===== src/hw/rtl/ntet_pkg.sv =====
// Shared types and constants for the nested trace exclusive-time block.
package ntet_pkg;

    // Width of the nesting depth field and the deepest table it can address.
    localparam int LVL_W      = 6;
    localparam int MAX_LEVELS = 1 << LVL_W;
    localparam int PORT_TIME_W = 64;

    typedef logic [LVL_W-1:0] t_lvl;

    // How the depth of a record relates to the depth of the record before it.
    typedef enum logic [1:0] {
        REL_SAME      = 2'd0,
        REL_DEEPER    = 2'd1,
        REL_SHALLOWER = 2'd2
    } t_rel;

    // Control flags carried with a word from the input register to the result logic.
    typedef struct packed {
        logic ovf;       // depth lies beyond the table
        t_rel rel;       // depth relation to the previous record
        logic vld_lvl;   // entry at the record's own depth holds data
        logic vld_prev;  // entry at the previous depth holds data
        logic fwd_lvl;   // own-depth entry was being written as it was read
        logic fwd_prev;  // previous-depth entry was being written as it was read
    } t_s1_ctl;

endpackage


===== src/hw/rtl/ntet_self_calc.sv =====
// Result logic: selects the table values, subtracts the children and forms the update.
module ntet_self_calc #(
    parameter int TW = 64
) (
    input  ntet_pkg::t_s1_ctl i_ctl,
    input  logic [TW-1:0]     i_dur,
    input  logic [TW-1:0]     i_rd_lvl,
    input  logic [TW-1:0]     i_rd_prev,
    input  logic [TW-1:0]     i_fwd_data,
    output logic [TW-1:0]     o_self,
    output logic              o_under,
    output logic [TW-1:0]     o_wr_data
);
    import ntet_pkg::*;

    logic [TW-1:0] cur;
    logic [TW-1:0] kids;
    logic [TW-1:0] acc;

    // An entry that is not valid reads as zero; a concurrent write is taken over.
    assign cur  = !i_ctl.vld_lvl  ? '0 : (i_ctl.fwd_lvl  ? i_fwd_data : i_rd_lvl);
    assign kids = !i_ctl.vld_prev ? '0 : (i_ctl.fwd_prev ? i_fwd_data : i_rd_prev);
    assign acc  = cur + i_dur;

    // Self time and the new value of the entry at the record's depth.
    always_comb begin
        o_self    = i_dur;
        o_under   = 1'b0;
        o_wr_data = acc;
        if (!i_ctl.ovf) begin
            unique case (i_ctl.rel)
                REL_SAME: begin
                    o_wr_data = acc;
                end
                REL_DEEPER: begin
                    o_wr_data = i_dur;
                end
                REL_SHALLOWER: begin
                    if (kids > i_dur) begin
                        o_self  = '0;
                        o_under = 1'b1;
                    end else begin
                        o_self  = i_dur - kids;
                    end
                    o_wr_data = acc;
                end
                default: begin
                    o_wr_data = acc;
                end
            endcase
        end
    end

endmodule


===== config.mk =====
export PLATFORM = sky130hd
export DESIGN_NAME = ntet_self_calc
export DESIGN_NICKNAME = d
export VERILOG_FILES = /design/src/hw/rtl/ntet_pkg.sv /design/src/hw/rtl/ntet_self_calc.sv
export SDC_FILE = /design/constraint.sdc
export NUM_CORES = 1
export LEC_CHECK = 0
export ABC_CLOCK_PERIOD_IN_PS = 5700
export BUFFER_PORTS_ARGS = -buffer_cell sky130_fd_sc_hd__buf_4
export CORE_ASPECT_RATIO = 1.5
export CORE_MARGIN = 10
export CORE_UTILIZATION = 35
export DETAILED_ROUTE_END_ITERATION = 10
export GPL_ROUTABILITY_DRIVEN = 0
export MAX_ROUTING_LAYER = met4
export PLACE_DENSITY = 0.64
export SLEW_MARGIN = 0
export SYNTH_ARGS = -nofsm -noshare
export SYNTH_HDL_FRONTEND = slang
export SYNTH_SLANG_ARGS = --single-unit
export TNS_END_PERCENT = 100

===== constraint.sdc =====
create_clock -name vclk -period 5.7
set_clock_uncertainty 0.15 [all_clocks]
set_input_delay 0.57 -clock vclk [all_inputs]
set_output_delay 0.57 -clock vclk [all_outputs]
set_load 0.01 [all_outputs]

==> results_dict.tcl <==
set metrics [dict create \
    crit_fanout 34 \
    grt_pass1_wl_um 82800 \
    slew_headroom_pct 29.3 \
    syn_nets 2092 \
    vias 14141 \
    dpl_cell_area_mm2 0.0145 \
    stdcell_count 2390 \
    status "complete, no violations" \
    postCtsSetupBuffers 0 \
    final_common_cell "buf_4" \
    die_width_um 167 \
    crit_slowest_cell "o41a_1" \
    worstSetupPathType "in2out" \
    ctsResizeCount 0 \
    wire_per_inst_um 23.1 \
    drt.antenna.violating_nets 0 \
    dp.cells 2390 \
    via_per_inst 5.92 \
    dieHeight_um 241 \
    coreArea_mm2 0.0319 \
    crit_path_start_kind "primary input" \
    ctsHoldBuffers 0 \
    setup_viol 0 \
    grt_max_degree 98 \
    final_util_pct 45.6 \
    nets 2389 \
    cpPeakStageDelay_ns 0.48 \
    stdcell_area_mm2 0.0145 \
    synth-seq-area-share_pct 0 \
    power_w 0.00194 \
    nFillCells 3264 \
    layout_common_cells "buf_4 (414), nand2_1 (230), a21oi_1 (184)" \
    port_buffers 392 \
    hpwl_um 47200 \
    rows 80 \
    p_sw_w 0.00110 \
    fin_crit_sh_pct 96.4 \
    hp-class "in2out" \
    vdd_drop_max_mv 0.0714 \
    cp.required_ns 4.98 \
    tightest_slew_ns 1.06 \
    power_leakage_nw 6.84 \
    switching_share_pct 57.0 \
    grt_pass1_vias 14598 \
    endpoint_kind "primary output" \
    p_comb_share_pct 100.0 \
    ys_types 77 \
    critPathTopFamily "compound AO/OA/AOI/OAI gates" \
    seq_power_share_pct 0 \
    drt-initial-drc-count 871 \
    path_common_cell "buf_4" \
    routed_wl_um 55200 \
    crit_chain "buf_4 > nor2b_1 > ha_1 > fa_1 > a21o_1 > a221oi_4 > o31ai_2 > o41a_1 > a211oi_2 > o41ai_2 > a221o_2 > a31oi_1 > xor2_1 > o21ai_1 > buf_4" \
    synthCells 1685 \
    finalMaxSlewViolations 0 \
    rsz0062_at_grt "false" \
    syn-mean-instance-area_um2 6.76 \
    grt_usage_pct 26.1 \
    maxCapViolations 0 \
    timing.fmax_ghz 0.182 \
    start_util_pct 35.7 \
    p_clk_share_pct 0 \
    syn_to_final_growth_pct 27.7 \
    yosysWarnings 0 \
    fin_setup_tns_ns 0 \
    num_antenna_cells 0 \
    drt_pass1_iterations 8 \
    arrival_ns 4.78 \
    grt-ovfl-total 0 \
    pin_count 392 \
    finalHoldViolCount 0 \
    p_per_area_mw_per_mm2 133 \
    n_clock_buffer 0 \
    drive_gt1_share_pct 27.6 \
    drc 0 \
    netlist_area_mm2 0.0114 \
    register_area_um2 0 \
    antenna_found_initial 0 \
    p_int_w 0.000834 \
    nFlopsAndLatches 0 \
    cp_num_buf_inv 2 \
    die-area_mm2 0.0403 \
    finalCriticalPeriod_ns 5.50 \
]
-- through the flow --
| stage | setup WS (ns) | hold slack (ns) |
|---|---|---|
| 6_report | 0.205 | 1.32 |
| 5_1_grt | 0.0784 | 1.32 |
| 4_1_cts | 0.272 | 1.32 |
| 3_5_place_dp | 0.302 | 1.31 |
| 3_3_place_gp | 0.319 | 1.31 |
| 2_1_floorplan | 0.278 | 1.08 |
-- power by group through the flow --
stage,Combinational [W],Clock [W],Sequential [W]
floorplan,0.00116,0,0
global placement,0.00191,0,0
detailed placement,0.00191,0,0
CTS,0.00192,0,0
global route,0.00209,0,0
finish,0.00194,0,0
-- synthesized netlist by cell type, types with 5 or more instances --
master    number  area, µm²
o31ai_1       12       90.1
nand4_1       53        332
buf_6          7       78.8
and2_1         7       43.8
inv_1         32        120
ha_1         142       1780
a22o_1        21        184
clkbuf_1     100        375
mux2i_1       64        641
o31ai_2       40        500
o21bai_1      30        225
or2_2          5       31.3
nand3_1       26        130
a21oi_1      184        921
mux2_2        65        732
a211oi_1      13       97.6
nor2b_1       73        457
o21a_1        13       97.6
nor2_1       132        495
xor2_1        56        490
xnor2_1       66        578
buf_1          6       22.5
a31oi_1       17        106
a21o_1        71        533
o211ai_1      11       82.6
nor4_1         5       31.3
o21ai_0       95        475
o21ai_1        6       30.0
nor3_1        15       75.1
nand2_1      231        867
buf_2          7       35.0
nand2b_1       7       43.8
-- final timing paths --
path,slack (ns),cells after the start,startpoint,end
max,0.20,15,i_ctl[3],o_wr_data[62]
min,1.32,3,i_dur[63],o_wr_data[63]
-- per-layer routing --
metal,global-route usage (%),up-vias,routed length [µm]
li1,-,6742,-
met1,26.2,6481,19700
met2,47.2,711,27800
met3,3.74,207,3630
met4,15.8,0,4040
met5,-,-,0
-- cells by family (layout without fill, tap and decap cells) --
kind of cell | after synthesis | count (layout) | synth area share, %
AO/OA/AOI/OAI | 561 | 561 | 33.5
XOR/XNOR | 122 | 122 | 9.38
adder cells (fa/ha/maj) | 144 | 144 | 15.9
buffers and inverters | 153 | 448 | 5.61
multiplexers | 129 | 129 | 12.0
AND/OR/NAND/NOR | 576 | 576 | 23.5
-- area by class of cell --
class,instances,area [µm²],area share (%)
Multi-Input combinational cell,1532,10800,74.0
Timing Repair Buffer,416,3150,21.6
Tap cell,410,513,3.53
Inverter,32,120,0.826
(Power assumes the default switching activity.)
