$ cat config.mk
export PLATFORM = sky130hd
export DESIGN_NAME = ntet_child_ram
export DESIGN_NICKNAME = d
export VERILOG_FILES = /design/src/hw/rtl/ntet_child_ram.sv
export SDC_FILE = /design/constraint.sdc
export NUM_CORES = 2
export LEC_CHECK = 0
export ABC_CLOCK_PERIOD_IN_PS = 7400
export BUFFER_PORTS_ARGS = -buffer_cell sky130_fd_sc_hd__buf_2
export CAP_MARGIN = 20
export CORE_MARGIN = 8
export CORE_UTILIZATION = 62
export CTS_CLUSTER_SIZE = 28
export DETAILED_ROUTE_END_ITERATION = 7
export PLACE_DENSITY_LB_ADDON = 0.08
export SETUP_SLACK_MARGIN = 0.2
export SLEW_MARGIN = 0
export SYNTH_ARGS = -nofsm -noshare
export SYNTH_HDL_FRONTEND = slang
export SYNTH_SLANG_ARGS = --single-unit
$ cat constraint.sdc
create_clock -name i_clk -period 7.4 [get_ports i_clk]
set_clock_uncertainty 0.1 [all_clocks]
set_input_delay 0.74 -clock i_clk [delete_from_list [all_inputs] [get_ports i_clk]]
set_output_delay 0.74 -clock i_clk [all_outputs]
set_load 0.02 [all_outputs]
$ cat src/hw/rtl/ntet_child_ram.sv
// Child-time table: one write port and two registered read ports.
module ntet_child_ram #(
    parameter int DEPTH = 64,
    parameter int AW    = 6,
    parameter int TW    = 64
) (
    input  logic          i_clk,
    input  logic          i_we,
    input  logic [AW-1:0] i_wa,
    input  logic [TW-1:0] i_wd,
    input  logic          i_re,
    input  logic [AW-1:0] i_ra0,
    input  logic [AW-1:0] i_ra1,
    output logic [TW-1:0] o_rd0,
    output logic [TW-1:0] o_rd1
);

    logic [TW-1:0] r_mem [DEPTH];
    logic [TW-1:0] r_rd0;
    logic [TW-1:0] r_rd1;

    // Write port.
    always_ff @(posedge i_clk) begin
        if (i_we) begin
            r_mem[i_wa] <= i_wd;
        end
    end

    // Read ports; the data holds while no new read is issued.
    always_ff @(posedge i_clk) begin
        if (i_re) begin
            r_rd0 <= r_mem[i_ra0];
            r_rd1 <= r_mem[i_ra1];
        end
    end

    assign o_rd0 = r_rd0;
    assign o_rd1 = r_rd1;

endmodule

==> results.yml <==
sta:
  slew_violations: 0
  final.setup.tns_ns: 0
  worst_slew_pin_slew_ns: 1.29
  setup_viol: 0
  relSlewSlack_pct: 14.0
  max_freq_mhz: 250
  finalHoldViolations: 0
  rsz0062_at_grt: "false"
  period_minus_slack_ns: 4.00
  fin_crit_sh_pct: 54.1
synthesis:
  syn_inst: 8841
  ys_ff_latch: 4224
  synthTopCellsByArea: "edfxtp_1 67%, mux4_2 24%, o22ai_1 1.8%"
  synth_top_area_share_pct: 67.1
  ys_warn_count: 0
  synth_cell_types: 41
  synth_area_um2: 189000
  avgSynthCellArea_um2: 21.4
  synth_largest_area_cell: "edfxtp_1"
  ys_seq_area_share_pct: 67.1
  synth_fp_nets: 8926
detailed_routing:
  initialDrtViolationCount: 21700
  drt_wl_total_um: 667000
  vias: 114000
  antenna_left: 0
  via_per_inst: 8.43
  first_pass_iters: 6
  wl_per_cell_um: 49.4
  route.detailed.drc: 0
power_and_ir_drop:
  p_total_w: 0.0529
  p_leak_nw: 64.7
  vdd_drop_max_mv: 0.214
  powerDensity_nw_per_um2: 252
setup_path:
  reg2reg_slack_ns: 5.18
  cp-end-kind: "flip-flop"
  r2r_end: "o_rd0[2]"
  crit_fanout: 33
  worstPathRequired_ns: 8.14
  reg2reg_depth: 4
  r2r-start: "r_mem[11][2]"
  setup.worst_path.start_class: "input port"
  crit_arrival_ns: 4.75
  critPathKind: "input port to flip-flop"
layout:
  drive_gt1_share_pct: 35.1
  fill_cells: 18300
  nets: 9145
  syn2layout_area_growth_pct: 11.0
cts:
  post_cts_buffers: 0
  cts_max_level: 5
  clock_latency_ns: 0.99
  cts_resized: 0
  clkSinkCount: 4224
  cts_inserted_buffers: 426
  cts_tree: "built"
  cts.clk_slew.worst_paths_ns: 0.06
  cts.hold.buffers_added: 0
  clockBufferDepth: 4
  root_buffer: "clkbuf_16"
floorplanning:
  start_util_pct: 62.4
  ios: 213
  die_area_um2: 323000
  fp.dieW_um: 568
  fp.dieH_um: 568
  core_area_um2: 303000
  fp-row-count: 202
global_routing:
  grt-ovfl-total: 0
  grt_pass1_vias: 111000
  antenna_found_initial: 76
  grt_max_degree: 113
  grt_pass1_wl_um: 906000
  grtUsageTotal_pct: 40.8
hold_path:
  min_to: "r_mem[51][54]"
  hold_path.startpoint: "i_wd[54]"
  hold_path.class: "input port to flip-flop"
  holdPathStages: 1
flow_run:
  drv_cap: 0
place:
  hpwl_um: 370000
  io_buffer_count: 212
  place.gp.congestion: 0.871
run_status:
  status: "finished, final reports clean"
-- cell usage in the layout (no fill, tap or decap), drive strengths merged, types with 3 or more instances in the layout --
master | netlist | routed
mux4 | 2016 | 2016
o221ai | 73 | 73
a21oi | 128 | 128
a22oi | 37 | 37
nor2b | 30 | 30
nand2b | 18 | 18
diode | 0 | 121
mux2 | 16 | 16
o22ai | 533 | 533
nand2 | 39 | 39
a32oi | 5 | 5
nand3 | 18 | 18
or2 | 6 | 6
o22a | 51 | 51
a211oi | 79 | 79
clkinvlp | 0 | 17
a311oi | 13 | 13
nor4 | 55 | 55
or3b | 3 | 3
clkbuf | 297 | 515
o211a | 5 | 5
a221oi | 153 | 153
clkinv | 0 | 184
nand3b | 5 | 5
and2 | 3 | 3
buf | 445 | 533
edfxtp | 4224 | 4224
nor2 | 164 | 164
a22o | 136 | 136
a31oi | 14 | 14
nand4 | 8 | 8
o21ai | 8 | 8
bufinv | 0 | 53
a2111oi | 12 | 12
mux2i | 177 | 177
inv | 1 | 14
or4 | 3 | 3
nor3 | 63 | 63
-- how the worst max path moves through the flow --
stage                   from      endpoint  slack, ns  cells after the start
floorplan            i_wa[3]  r_mem[48][0]       1.15                      4
global placement    i_ra1[5]     o_rd1[23]       2.45                      7
detailed placement  i_ra1[3]     o_rd1[26]       2.65                      8
CTS                 i_ra1[3]     o_rd1[26]       3.65                      8
global route        i_ra1[3]     o_rd1[26]       3.57                      8
finish              i_ra1[3]     o_rd1[26]       3.40                      8
-- cells by family (layout without fill, tap and decap cells) --
family	Yosys count	after routing	share of synthesized area, %
DFF	4224	4224	67.1
and+or+nand+nor	418	418	1.07
buffers and inverters	743	1316	2.03
AOI/OAI and AO/OA	1247	1247	4.77
other	0	121	0
muxes	2209	2209	25.0
-- critical path, stage by stage --
cell     delay (ns)
buf_4          0.60
nor2b_2        0.07
buf_4          0.25
nand2_4        0.81
buf_4          0.75
o22ai_1        0.25
nor4_1         0.78
o22a_1         0.24
-- layer usage --
| metal | global-route usage [%] | routed length (um) |
|---|---|---|
| met5 | 0 | 293 |
| met4 | 25.7 | 50500 |
| met3 | 13.1 | 104000 |
| met2 | 59.8 | 299000 |
| met1 | 53.8 | 213000 |
-- layout make-up --
| class | instances | area (um^2) | area share [%] |
|---|---|---|---|
| antenna | 121 | 303 | 0.144 |
| clock buffer | 515 | 11100 | 5.31 |
| clock inverter | 267 | 2810 | 1.34 |
| inverter | 1 | 6.26 | 0.00298 |
| multi-input combinational | 3874 | 59100 | 28.2 |
| sequential | 4224 | 127000 | 60.5 |
| tap | 3978 | 4980 | 2.37 |
| timing repair buffer | 533 | 4600 | 2.19 |
-- power breakdown --
group          leakage [nW]  switching, W  internal, W
Sequential             38.1      0.000205       0.0266
Combinational          19.8       0.00260      0.00157
Clock                  6.80       0.00933       0.0126
Total                  64.7        0.0121       0.0407
-- state kept, by name, summed over array words and instances (netlist names) --
signal,flops
r_mem,4096
o_rd0,64
o_rd1,64
-- cells in the mapped netlist --
| cell | n |
|---|---|
| o221ai_1 | 73 |
| a221oi_1 | 134 |
| mux2i_1 | 177 |
| and2_1 | 3 |
| buf_1 | 33 |
| nand3b_1 | 5 |
| or2_2 | 6 |
| nor3_1 | 63 |
| or3_1 | 1 |
| a221oi_2 | 19 |
| nand2_1 | 39 |
| o21ai_1 | 8 |
| edfxtp_1 | 4224 |
| mux4_2 | 2016 |
| a211oi_1 | 79 |
| nor4_1 | 55 |
| nor2b_1 | 30 |
| nand2b_1 | 18 |
| buf_6 | 30 |
| a2111oi_0 | 12 |
| clkbuf_1 | 296 |
| a21oi_1 | 128 |
| nor2_1 | 164 |
| a22oi_1 | 37 |
| o22a_1 | 51 |
| a311oi_1 | 13 |
| inv_1 | 1 |
| or4_1 | 3 |
| clkbuf_4 | 1 |
| mux2_2 | 16 |
| a22o_1 | 136 |
| nand3_1 | 18 |
| o211a_1 | 5 |
| a31oi_1 | 14 |
| nand4b_1 | 2 |
| nand4_1 | 8 |
| buf_4 | 140 |
| a32oi_1 | 5 |
| o22ai_1 | 533 |
| or3b_2 | 3 |
| buf_2 | 242 |
-- stage by stage --
step | hold slack [ns] | utilization, % | cells | worst slack (ns) | area (um^2)
5_1_grt | 0.0331 | 69.2 | 13500 | 3.57 | 210000
3_5_place_dp | 0.865 | 64.5 | 12600 | 2.65 | 195000
2_1_floorplan | 0.739 | - | 8841 | 1.15 | 189000
4_1_cts | 0.267 | 69.1 | 13400 | 3.65 | 209000
6_report | 0.0505 | 69.2 | 13500 | 3.40 | 210000
3_3_place_gp | 0.846 | 64.4 | 12600 | 2.45 | 195000
No activity file was read; power rests on OpenSTA's default activity.
